`config.mk`:
```
export PLATFORM = sky130hd
export DESIGN_NAME = morse_character_keyer
export DESIGN_NICKNAME = d
export VERILOG_FILES = /design/src/rtl/mck_pkg.sv /design/src/rtl/morse_character_keyer.sv /design/src/rtl/mck_ram.sv /design/src/rtl/mck_seq.sv
export SDC_FILE = /design/constraint.sdc
export NUM_CORES = 1
export LEC_CHECK = 0
export BUFFER_PORTS_ARGS = -buffer_cell sky130_fd_sc_hd__buf_2
export CAP_MARGIN = 20
export CORE_MARGIN = 1.5
export CORE_UTILIZATION = 27
export DETAILED_ROUTE_END_ITERATION = 12
export RECOVER_POWER = 25
export SLEW_MARGIN = 25
export SYNTH_ARGS = -nofsm -noshare
export SYNTH_HDL_FRONTEND = slang
export SYNTH_SLANG_ARGS = --single-unit
```
`constraint.sdc`:
```
create_clock -name aclk -period 15.6 [get_ports aclk]
set_clock_uncertainty 0.1 [all_clocks]
set_input_delay 3.12 -clock aclk [delete_from_list [all_inputs] [get_ports aclk]]
set_output_delay 3.12 -clock aclk [all_outputs]
set_load 0.01 [all_outputs]
```
`src/rtl/mck_pkg.sv`:
```
package mck_pkg;

    localparam int MAX_ELEMENTS = 8;
    localparam int CODE_DEPTH   = 53;
    localparam int CODE_AW      = $clog2(CODE_DEPTH);
    localparam int BITS_W       = 8;
    localparam int COUNT_W      = 4;
    localparam int CODE_W       = BITS_W + COUNT_W;
    localparam int UNIT_W       = 12;
    localparam int MULT_W       = 4;
    localparam int DUR_W        = 16;
    localparam int CHAR_W       = 8;
    localparam int CFG_IDX_W    = 3;

    // Register indexes of the configuration port.
    localparam logic [CFG_IDX_W-1:0] REG_UNIT_TICKS     = 3'd0;
    localparam logic [CFG_IDX_W-1:0] REG_DOT_UNITS      = 3'd1;
    localparam logic [CFG_IDX_W-1:0] REG_DASH_UNITS     = 3'd2;
    localparam logic [CFG_IDX_W-1:0] REG_CHAR_GAP_UNITS = 3'd3;
    localparam logic [CFG_IDX_W-1:0] REG_WORD_GAP_UNITS = 3'd4;

    // Code words: element bits in [15:8] (first element in the MSB, 1 is a dit),
    // element count in [3:0].
    localparam logic [15:0] CODE_ROM [CODE_DEPTH] = '{
        16'h8002, 16'h7004, 16'h5004, 16'h6003, 16'h8001, 16'hD004, 16'h2003,
        16'hF004, 16'hC002, 16'h8004, 16'h4003, 16'hB004, 16'h0002, 16'h4002,
        16'h0003, 16'h9004, 16'h2004, 16'hA003, 16'hE003, 16'h0001, 16'hC003,
        16'hE004, 16'h8003, 16'h6004, 16'h4004, 16'h3004,
        16'h0005, 16'h8005, 16'hC005, 16'hE005, 16'hF005, 16'hF805, 16'h7805,
        16'h3805, 16'h1805, 16'h0805,
        16'h5006, 16'hB406, 16'hB805, 16'h8406, 16'h4805, 16'h4806, 16'hA805,
        16'h3006, 16'h7806, 16'hA806, 16'h6805, 16'h1C06, 16'h5406, 16'h7005,
        16'hCC06, 16'h9406, 16'hC806
    };

    typedef struct packed {
        logic [UNIT_W-1:0] unit_ticks;
        logic [MULT_W-1:0] dot_units;
        logic [MULT_W-1:0] dash_units;
        logic [MULT_W-1:0] char_gap_units;
        logic [MULT_W-1:0] word_gap_units;
    } cfg_t;

    typedef struct packed {
        logic               valid;
        logic [CODE_AW-1:0] idx;
    } lookup_t;

    typedef enum logic [2:0] {
        ST_IDLE,
        ST_LOOK,
        ST_TONE,
        ST_SPACE,
        ST_CGAP,
        ST_WGAP
    } seq_state_t;

    // Maps an ASCII code to its place in the code table.
    function automatic lookup_t mck_lookup(input logic [CHAR_W-1:0] c);
        lookup_t r;
        r.valid = 1'b1;
        r.idx   = '0;
        if (c >= 8'd97 && c <= 8'd122) begin
            r.idx = CODE_AW'(c - 8'd97);
        end else if (c >= 8'd65 && c <= 8'd90) begin
            r.idx = CODE_AW'(c - 8'd65);
        end else if (c >= 8'd48 && c <= 8'd57) begin
            r.idx = CODE_AW'(c - 8'd22);
        end else begin
            unique case (c)
                8'd33:   r.idx = CODE_AW'(36);
                8'd34:   r.idx = CODE_AW'(37);
                8'd38:   r.idx = CODE_AW'(38);
                8'd39:   r.idx = CODE_AW'(39);
                8'd40:   r.idx = CODE_AW'(40);
                8'd41:   r.idx = CODE_AW'(41);
                8'd43:   r.idx = CODE_AW'(42);
                8'd44:   r.idx = CODE_AW'(43);
                8'd45:   r.idx = CODE_AW'(44);
                8'd46:   r.idx = CODE_AW'(45);
                8'd47:   r.idx = CODE_AW'(46);
                8'd58:   r.idx = CODE_AW'(47);
                8'd59:   r.idx = CODE_AW'(48);
                8'd61:   r.idx = CODE_AW'(49);
                8'd63:   r.idx = CODE_AW'(50);
                8'd64:   r.idx = CODE_AW'(51);
                8'd95:   r.idx = CODE_AW'(52);
                default: r.valid = 1'b0;
            endcase
        end
        return r;
    endfunction

endpackage

```
`src/rtl/morse_character_keyer.sv`:
```
// Channel   Direction  Handshake           Payload
// s_        in         s_tvalid/s_tready   tdata: char_code; tlast: end_of_text
// m_        out        m_tvalid/m_tready   tdata: duration_ticks; tuser: key_down;
//                                          tlast: last
// cfg_      in         cfg_valid/cfg_ready cfg_index: register; cfg_data: value
//
// An item is taken in one cycle and its code word is read from the code memory in the
// next; then one interval per cycle is loaded into the output register unless the output
// stalls. Each item holds the sequencer until its last interval is loaded; the next item
// can be taken once the sequencer is back in idle. After reset the memory is filled from
// the built-in table, with no item taken meanwhile. A stalled output holds the sequencer
// in place; nothing is lost.
module morse_character_keyer (
    input  logic                               aclk,
    input  logic                               aresetn,
    input  logic                               s_tvalid,
    output logic                               s_tready,
    input  logic [mck_pkg::CHAR_W-1:0]         s_tdata,   // [7:0] char_code
    input  logic                               s_tlast,   // end_of_text
    output logic                               m_tvalid,
    input  logic                               m_tready,
    output logic [mck_pkg::DUR_W-1:0]          m_tdata,   // [15:0] duration_ticks
    output logic                               m_tuser,   // [0] key_down
    output logic                               m_tlast,   // last
    input  logic                               cfg_valid,
    output logic                               cfg_ready,
    input  logic [mck_pkg::CFG_IDX_W-1:0]      cfg_index,
    input  logic [mck_pkg::UNIT_W-1:0]         cfg_data
);

    import mck_pkg::*;

    // Configuration registers, written whenever the port offers a write.
    cfg_t                cfg_reg;
    // Fill pass that loads the code table into the memory after reset.
    logic                fill_busy_reg;
    logic [CODE_AW-1:0]  fill_cnt_reg;
    logic [15:0]         fill_word;
    logic [CODE_W-1:0]   fill_data;

    logic [CODE_AW-1:0]  rd_addr;
    logic [CODE_W-1:0]   rd_data;

    assign cfg_ready = 1'b1;

    always_ff @(posedge aclk) begin
        if (!aresetn) begin
            cfg_reg.unit_ticks     <= UNIT_W'(100);
            cfg_reg.dot_units      <= MULT_W'(1);
            cfg_reg.dash_units     <= MULT_W'(3);
            cfg_reg.char_gap_units <= MULT_W'(3);
            cfg_reg.word_gap_units <= MULT_W'(7);
        end else if (cfg_valid && cfg_ready) begin
            unique case (cfg_index)
                REG_UNIT_TICKS:     cfg_reg.unit_ticks     <= cfg_data;
                REG_DOT_UNITS:      cfg_reg.dot_units      <= cfg_data[MULT_W-1:0];
                REG_DASH_UNITS:     cfg_reg.dash_units     <= cfg_data[MULT_W-1:0];
                REG_CHAR_GAP_UNITS: cfg_reg.char_gap_units <= cfg_data[MULT_W-1:0];
                REG_WORD_GAP_UNITS: cfg_reg.word_gap_units <= cfg_data[MULT_W-1:0];
                default: begin
                end
            endcase
        end
    end

    // The memory keeps only the element bits and the count of each code word.
    assign fill_word = CODE_ROM[fill_cnt_reg];
    assign fill_data = {fill_word[15:8], fill_word[COUNT_W-1:0]};

    always_ff @(posedge aclk) begin
        if (!aresetn) begin
            fill_busy_reg <= 1'b1;
            fill_cnt_reg  <= '0;
        end else if (fill_busy_reg) begin
            if (fill_cnt_reg == CODE_AW'(CODE_DEPTH - 1)) begin
                fill_busy_reg <= 1'b0;
            end else begin
                fill_cnt_reg <= fill_cnt_reg + CODE_AW'(1);
            end
        end
    end

    mck_ram #(
        .WIDTH (CODE_W),
        .DEPTH (CODE_DEPTH)
    ) u_code_ram (
        .aclk  (aclk),
        .we    (fill_busy_reg),
        .waddr (fill_cnt_reg),
        .wdata (fill_data),
        .raddr (rd_addr),
        .rdata (rd_data)
    );

    mck_seq u_seq (
        .aclk           (aclk),
        .aresetn        (aresetn),
        .cfg            (cfg_reg),
        .fill_busy      (fill_busy_reg),
        .in_valid       (s_tvalid),
        .in_ready       (s_tready),
        .char_code      (s_tdata),
        .end_of_text    (s_tlast),
        .rd_addr        (rd_addr),
        .rd_data        (rd_data),
        .out_valid      (m_tvalid),
        .out_ready      (m_tready),
        .key_down       (m_tuser),
        .duration_ticks (m_tdata),
        .last           (m_tlast)
    );

endmodule

```
`src/rtl/mck_ram.sv`:
```
module mck_ram #(
    parameter int WIDTH = 8,
    parameter int DEPTH = 64
) (
    input  logic                     aclk,
    input  logic                     we,
    input  logic [$clog2(DEPTH)-1:0] waddr,
    input  logic [WIDTH-1:0]         wdata,
    input  logic [$clog2(DEPTH)-1:0] raddr,
    output logic [WIDTH-1:0]         rdata
);

    logic [WIDTH-1:0] mem [DEPTH];

    always_ff @(posedge aclk) begin
        if (we) begin
            mem[waddr] <= wdata;
        end
        rdata <= mem[raddr];
    end

endmodule

```
`src/rtl/mck_seq.sv`:
```
module mck_seq (
    input  logic                           aclk,
    input  logic                           aresetn,
    input  mck_pkg::cfg_t                  cfg,
    input  logic                           fill_busy,
    input  logic                           in_valid,
    output logic                           in_ready,
    input  logic [mck_pkg::CHAR_W-1:0]     char_code,
    input  logic                           end_of_text,
    output logic [mck_pkg::CODE_AW-1:0]    rd_addr,
    input  logic [mck_pkg::CODE_W-1:0]     rd_data,
    output logic                           out_valid,
    input  logic                           out_ready,
    output logic                           key_down,
    output logic [mck_pkg::DUR_W-1:0]      duration_ticks,
    output logic                           last
);

    import mck_pkg::*;

    seq_state_t          state_reg, state_next;
    logic [BITS_W-1:0]   bits_reg, bits_next;
    logic [COUNT_W-1:0]  count_reg, count_next;
    logic                eot_reg, eot_next;
    logic                code_ok_reg, code_ok_next;

    logic                out_valid_reg;
    logic                key_reg;
    logic [DUR_W-1:0]    dur_reg;
    logic                last_reg;

    lookup_t             lut;
    logic [COUNT_W-1:0]  count_raw;
    logic [COUNT_W-1:0]  count_clamped;
    logic                advance;
    logic                emit;
    logic                emit_key;
    logic                emit_last;
    logic [MULT_W-1:0]   emit_units;
    logic [DUR_W-1:0]    product;

    assign lut     = mck_lookup(char_code);
    assign rd_addr = lut.idx;

    assign count_raw     = rd_data[COUNT_W-1:0];
    assign count_clamped = (count_raw > COUNT_W'(MAX_ELEMENTS)) ?
                           COUNT_W'(MAX_ELEMENTS) : count_raw;

    // The output register moves on when it is empty or being taken.
    assign advance = !out_valid_reg || out_ready;

    always_comb begin
        in_ready   = (state_reg == ST_IDLE) && !fill_busy;
        emit       = 1'b0;
        emit_key   = 1'b0;
        emit_last  = 1'b0;
        emit_units = '0;
        unique case (state_reg)
            ST_IDLE, ST_LOOK: begin
            end
            ST_TONE: begin
                emit       = 1'b1;
                emit_key   = 1'b1;
                emit_units = bits_reg[BITS_W-1] ? cfg.dot_units : cfg.dash_units;
            end
            ST_SPACE: begin
                emit       = 1'b1;
                emit_units = MULT_W'(1);
            end
            ST_CGAP: begin
                emit       = 1'b1;
                emit_units = cfg.char_gap_units;
                emit_last  = !eot_reg;
            end
            ST_WGAP: begin
                emit       = 1'b1;
                emit_units = cfg.word_gap_units;
                emit_last  = 1'b1;
            end
        endcase
    end

    always_comb begin
        state_next   = state_reg;
        bits_next    = bits_reg;
        count_next   = count_reg;
        eot_next     = eot_reg;
        code_ok_next = code_ok_reg;
        unique case (state_reg)
            ST_IDLE: begin
                if (in_valid && in_ready) begin
                    state_next   = ST_LOOK;
                    eot_next     = end_of_text;
                    code_ok_next = lut.valid;
                end
            end
            ST_LOOK: begin
                bits_next  = rd_data[CODE_W-1:COUNT_W];
                count_next = count_clamped;
                if (code_ok_reg && (count_clamped != '0)) begin
                    state_next = ST_TONE;
                end else begin
                    state_next = ST_CGAP;
                end
            end
            ST_TONE: begin
                if (advance) begin
                    state_next = ST_SPACE;
                end
            end
            ST_SPACE: begin
                if (advance) begin
                    bits_next  = {bits_reg[BITS_W-2:0], 1'b0};
                    count_next = count_reg - COUNT_W'(1);
                    state_next = (count_reg == COUNT_W'(1)) ? ST_CGAP : ST_TONE;
                end
            end
            ST_CGAP: begin
                if (advance) begin
                    state_next = eot_reg ? ST_WGAP : ST_IDLE;
                end
            end
            ST_WGAP: begin
                if (advance) begin
                    state_next = ST_IDLE;
                end
            end
        endcase
    end

    assign product = DUR_W'(cfg.unit_ticks) * DUR_W'(emit_units);

    always_ff @(posedge aclk) begin
        if (!aresetn) begin
            state_reg     <= ST_IDLE;
            out_valid_reg <= 1'b0;
        end else begin
            state_reg <= state_next;
            if (advance) begin
                out_valid_reg <= emit;
            end
        end
        bits_reg    <= bits_next;
        count_reg   <= count_next;
        eot_reg     <= eot_next;
        code_ok_reg <= code_ok_next;
        if (advance && emit) begin
            key_reg  <= emit_key;
            dur_reg  <= product;
            last_reg <= emit_last;
        end
    end

    assign out_valid      = out_valid_reg;
    assign key_down       = key_reg;
    assign duration_ticks = dur_reg;
    assign last           = last_reg;

endmodule
```
==> flow_summary.yaml, run 1 <==
final_layout:
  antennaDiodeCount: 0
  largest_reg_flops: 477
  synthToLayoutAreaGrowth_pct: 11.5
  drive_gt1_share_pct: 8.16
  nets: 2700
  final_util_pct: 30.3
  fill_cells: 10700
global_route:
  gr-usage-all-layers_pct: 15.0
  antenna_found_initial: 2
  grt_pass1_wl_um: 127000
  grt_pass1_vias: 20600
  grt_max_degree: 157
  overflow: 0
timing:
  rsz0062_at_grt: "false"
  tns_ns: 0
  fin_crit_ns: 8.66
  tightest_slew_ns: 1.46
  post-route-period-util_pct: 55.5
  fmax_mhz: 115
  drv_slew: 0
  slew_headroom_pct: 2.44
  setup_viol: 0
  hold_violations: 0
worst_setup_path:
  reg2reg_depth: 17
  crit_arrival_ns: 9.10
  critPathMaxStageDelay_ns: 0.65
  slowest_stage: "buf_6"
  cp_max_fo: 127
  critPathKind: "in2reg"
  end_kind: "flop"
  rrSetupSlack_ns: 10.16
  worstPathRequired_ns: 16.04
  cp_num_buf_inv: 5
  path_cells: "buf_6 -> inv_6 -> ha_1 -> nor3b_1 -> o32a_1 -> o211a_2 -> buf_4 -> o211ai_2 -> nand2_4 -> buf_4 -> buf_4 -> nand2_1 -> a21oi_1 -> o22ai_1 -> or4_1 -> o2111ai_1"
  crit_top_cell: "buf_4"
  r2r_end: "u_seq.duration_ticks[15]$_DFFE_PP_"
  start_kind: "input port"
  cp_top_family: "buffers and inverters"
  r2r_start: "u_seq.state_reg[1]$_SDFFE_PN0P_"
pwr:
  power_density_mw_per_mm2: 110
  p_leak_nw: 10.4
  power.total_mw: 3.51
  peakVddDrop_mv: 0.0760
clock_tree:
  holdBufCountCts: 0
  cts_tree: "built"
  postCtsSetupBuffers: 0
  post_cts_resized: 0
  clk_latency_ns: 0.62
  clkSinkCount: 555
  clk_pin_slew_ns: 0.06
  clock_path_buffers: 3
  numCtsBuffers: 58
  cts-htree-levels: 2
  cts_root_buffer: "clkbuf_16"
die:
  rows: 119
  ios: 50
  dieHeight_um: 328
  die_area_mm2: 0.108
  start_util_pct: 27.2
  coreArea_mm2: 0.105
  die_w_um: 328
detailed_routing:
  via_count: 22100
  totalWireLength_um: 84000
  drc: 0
  vias_per_cell: 5.45
  firstDrtPassIters: 6
  wl_per_cell_um: 20.8
  ant_nets: 0
  drt_iter0_markers: 2713
placed_design:
  portBuffers: 48
  dp_hpwl_um: 51800
  globalplace.congestion: 0.846
logic_synthesis:
  synth-async-reset-ratio_pct: 0
  ys_types: 86
  synthTopCellsByArea: "edfxtp_1 (53%), nand2_1 (4.2%), o21ai_0 (3.6%)"
  netlist_instances: 2691
  synth_top_area_cell: "edfxtp_1"
  ys_seq_area_share_pct: 56.6
  yosysWarningCount: 0
  synth_edf_count: 507
  synth_top_area_share_pct: 53.2
  postSynthAreaPerCell_um2: 10.6
  syn_area_mm2: 0.0286
  synth-seq-cells: 555
  ys.flop_type: "edfxtp_1"
  synth_nets: 2779
min_path:
  hold_end: "cfg_reg[8]$_SDFFE_PN1P_"
  whs_path_depth: 2
  hp-start: "cfg_reg[8]$_SDFFE_PN1P_"
  min-delay-path-class: "reg2reg"
run_status:
  outcome: "completed"
run:
  cap_violations: 0
[area by class of cell]
| cell class | instances | area, µm² | share of cell area [%] |
|---|---|---|---|
| sequential | 555 | 16200 | 50.7 |
| multi-input combinational | 1840 | 11200 | 35.2 |
| tap | 1391 | 1740 | 5.46 |
| clock buffer | 66 | 1550 | 4.87 |
| timing repair buffer | 86 | 541 | 1.69 |
| clock inverter | 40 | 373 | 1.17 |
| inverter | 71 | 272 | 0.851 |
[metal layers]
layer / wire length (µm) / track usage (%)
met4: 2550 / 4.71
met5: 12 / 0
met1: 35100 / 20.6
met2: 39200 / 24.1
met3: 7230 / 2.55
[Yosys cell counts (8+ instances only)]
cell and number:
a211o_1 11, a211oi_1 33, a21boi_0 14, a21o_1 11, a21oi_1 87, a221oi_1 63
a22oi_1 27, a31oi_1 54, a32o_1 8, a32oi_1 8, and2_1 40, and3_1 39
buf_1 19, buf_2 54, clkbuf_1 138, dfxtp_1 48, edfxtp_1 507, fa_1 20
ha_1 39, inv_1 69, mux2i_1 51, nand2_1 321, nand2b_1 10, nand3_1 81
nand4_1 43, nor2_1 187, nor2b_1 24, nor3_1 125, nor4_1 17, o2111ai_1 11
o211ai_1 42, o21ai_0 207, o221ai_1 45, o22a_1 18, o22ai_1 78, o31ai_1 11
or3_1 17, xnor2_1 16
[power breakdown]
part | switching, mW | leakage (nW) | internal (mW)
logic | 0.282 | 4.45 | 0.108
clock network | 0.589 | 0.942 | 0.823
registers | 0.0203 | 4.98 | 1.68
[worst max path at each step]
| stage | end | start | cells past startpoint |
|---|---|---|---|
| CTS | u_code_ram.rdata[10]$_DFF_P_ | s_tdata[0] | 16 |
| detailed placement | u_code_ram.rdata[10]$_DFF_P_ | s_tdata[0] | 16 |
| global placement | u_code_ram.rdata[10]$_DFF_P_ | s_tdata[0] | 16 |
| global route | u_code_ram.rdata[10]$_DFF_P_ | s_tdata[0] | 16 |
| floorplan | u_code_ram.rdata[6]$_DFF_P_ | s_tdata[0] | 21 |
| finish | u_code_ram.rdata[10]$_DFF_P_ | s_tdata[0] | 16 |
[tightest hold or removal path: stages, from the launching register on]
cell,delay (ns)
dfxtp_1,0.32
mux2i_1,0.06
nand2_1,0.06
[cells by family (layout without fill, tap and decap cells)]
family / after synthesis / after routing / synth area share [%]
other: 1 / 1 / 0.0131
and+or+nand+nor: 931 / 931 / 15.2
DFF: 555 / 555 / 56.6
adders and majority gates: 59 / 59 / 3.11
AOI/OAI and AO/OA: 774 / 774 / 18.1
muxes: 58 / 58 / 2.06
xor gates and xnor gates: 17 / 17 / 0.521
buffers and inverters: 296 / 263 / 4.35
[cell usage in the layout (no fill, tap or decap), types with 42 or more instances in the layout]
cell type	count
a31oi_1	54
o211ai_1	42
nor3_1	125
nand4_1	43
o22ai_1	78
inv_1	69
a221oi_1	63
a21oi_1	85
o21ai_0	206
mux2i_1	51
nor2_1	185
nand2_1	319
buf_2	47
edfxtp_1	507
clkbuf_16	59
nand3_1	81
dfxtp_1	48
o221ai_1	45
[metrics by stage]
stage	hold WS [ns]	instance area (µm²)	instances	worst slack [ns]
2_1_floorplan	0.336	28600	2691	8.34
3_3_place_gp	0.352	30000	3943	6.52
3_5_place_dp	0.366	30000	3943	6.43
4_1_cts	0.379	31900	4049	7.10
5_1_grt	0.398	31900	4049	6.64
6_report	0.373	31900	4049	6.94
Power figures use the tool's default switching activity.
==> run 2, diff against run 1 <==
- clock period: 15.6 -> 7.1 ns (I/O delays scaled with it)
==> run 2 against run 1 <==
  * The run now ends with capacitance limit, slew limit left
  * Critical path depth is 2 lower
  * Combinational power rose by 130%
  * Worst setup slack got worse by 5.6 ns
  * First-iteration DRC count up 5.3%
  * Sequential power grew 120%
  * Largest cell class unchanged
  * Worst hold slack worse by 0.0018 ns
  * Largest power group unchanged
  * Final area up 0.81%
==> flow_summary.yaml, run 2 (same netlist as run 1, synthesis figures left out) <==
worst_setup_path:
  cp_top_family: "simple AND/OR/NAND/NOR gates"
  worstPathRequired_ns: 7.49
  critPathKind: "in2reg"
  critPathMaxStageDelay_ns: 0.69
  r2r_start: "fill_cnt_reg[3]$_SDFFE_PN0P_"
  cp_max_fo: 64
  end_kind: "flop"
  cp_num_buf_inv: 3
  start_kind: "input port"
  crit_arrival_ns: 6.12
  cp-startpoint: "s_tdata[0]"
  slowest_stage: "a211oi_1"
  path_cells: "buf_6 -> inv_6 -> ha_1 -> nand2b_1 -> or4_1 -> and3_4 -> o211ai_2 -> nand2_4 -> buf_4 -> nand2_1 -> nand3_1 -> and3_1 -> a211oi_1 -> o211ai_1"
min_path:
  hp-start: "cfg_reg[1]$_SDFFE_PN1P_"
  min-delay-path-class: "reg2reg"
clock_tree:
  post_cts_resized: 0
  clk_pin_slew_ns: 0.06
  cts-htree-levels: 2
  clk_latency_ns: 0.66
  holdBufCountCts: 0
  clkSinkCount: 555
  cts_root_buffer: "clkbuf_16"
  clock_path_buffers: 3
  numCtsBuffers: 59
  cts_tree: "built"
  postCtsSetupBuffers: 0
timing:
  hold_violations: 0
  fin_ws_ns: 1.38
  post-route-period-util_pct: 80.6
  fin_crit_ns: 5.72
  drv_slew: 94
  setup_viol: 0
  tns_ns: 0
  slew_headroom_pct: -118
  tightest_slew_ns: 3.27
  rsz0062_at_grt: "false"
  fmax_mhz: 175
  holdWs_ns: 0.371
global_route:
  overflow: 0
  antenna_found_initial: 0
  grt_max_degree: 175
  grt_pass1_vias: 20800
  gr-usage-all-layers_pct: 15.6
  grt_pass1_wl_um: 131000
final_layout:
  synthToLayoutAreaGrowth_pct: 12.4
  most-common-layout-cells: "edfxtp_1 (507), nand2_1 (319), o21ai_0 (207)"
  drive_gt1_share_pct: 8.19
  final_area_mm2: 0.0322
  mostFrequentLayoutCell: "edfxtp_1"
  antennaDiodeCount: 0
  final_util_pct: 30.6
  nets: 2713
  final_cells: 4066
  fill_cells: 10700
  largest_reg_flops: 477
placed_design:
  dp_hpwl_um: 54000
  dp_cells: 3955
  postPlaceCellArea_mm2: 0.0302
  globalplace.congestion: 0.878
  dp_worst_setup_slack_ns: 0.799
  portBuffers: 48
die:
  rows: 119
  ios: 50
  die_w_um: 328
  start_util_pct: 27.2
  coreArea_mm2: 0.105
  die_area_mm2: 0.108
  dieHeight_um: 328
pwr:
  p_leak_nw: 10.4
  peakVddDrop_mv: 0.222
  power.total_mw: 7.85
  power_density_mw_per_mm2: 244
detailed_routing:
  via_count: 22400
  firstDrtPassIters: 6
  drc: 0
  vias_per_cell: 5.52
  drt_iter0_markers: 2856
  wl_per_cell_um: 21.5
  ant_nets: 0
  totalWireLength_um: 87300
run_status:
  violations: "capacitance limit, slew limit"
  outcome: "finished with violations"
run:
  cap_violations: 2
run 2: cell type report:
type / instances / area, µm² / share of cell area [%]
Tap cell: 1391 / 1740 / 5.41
Multi-Input combinational cell: 1840 / 11300 / 35.0
Clock inverter: 37 / 413 / 1.28
Sequential cell: 555 / 16200 / 50.3
Timing Repair Buffer: 98 / 663 / 2.06
Clock buffer: 74 / 1620 / 5.03
Inverter: 71 / 272 / 0.844
run 2: power by group:
part | total [mW] | internal, mW | switching, mW
clock network | 3.20 | 1.84 | 1.36
registers | 3.76 | 3.70 | 0.0591
logic | 0.885 | 0.247 | 0.639
run 2: worst register-to-register path, delay by kind of cell, from the launching register on:
kind                   cells  cell delay [ns]
flip-flops                 1             0.30
AND/OR/NAND/NOR            2             0.96
buffers and inverters      2             3.29
AO/OA/AOI/OAI              1             0.32
run 2: metal layers:
layer	global-route usage (%)	wire, µm	share of wire, %
met1	21.2	36800	42
met2	25.2	40200	46
met3	2.46	7460	8.6
met5	0	0	0
met4	4.94	2750	3.2
run 2: final timing paths:
check                                    endpoint  slack [ns]  depth (start not counted)
setup / recovery      u_code_ram.rdata[7]$_DFF_P_        1.38                         14
hold / removal            cfg_reg[1]$_SDFFE_PN1P_        0.37                          2
setup reg to reg  u_code_ram.mem[47][7]$_DFFE_PP_        1.44                          5
hold reg to reg           cfg_reg[1]$_SDFFE_PN1P_        0.37                          2
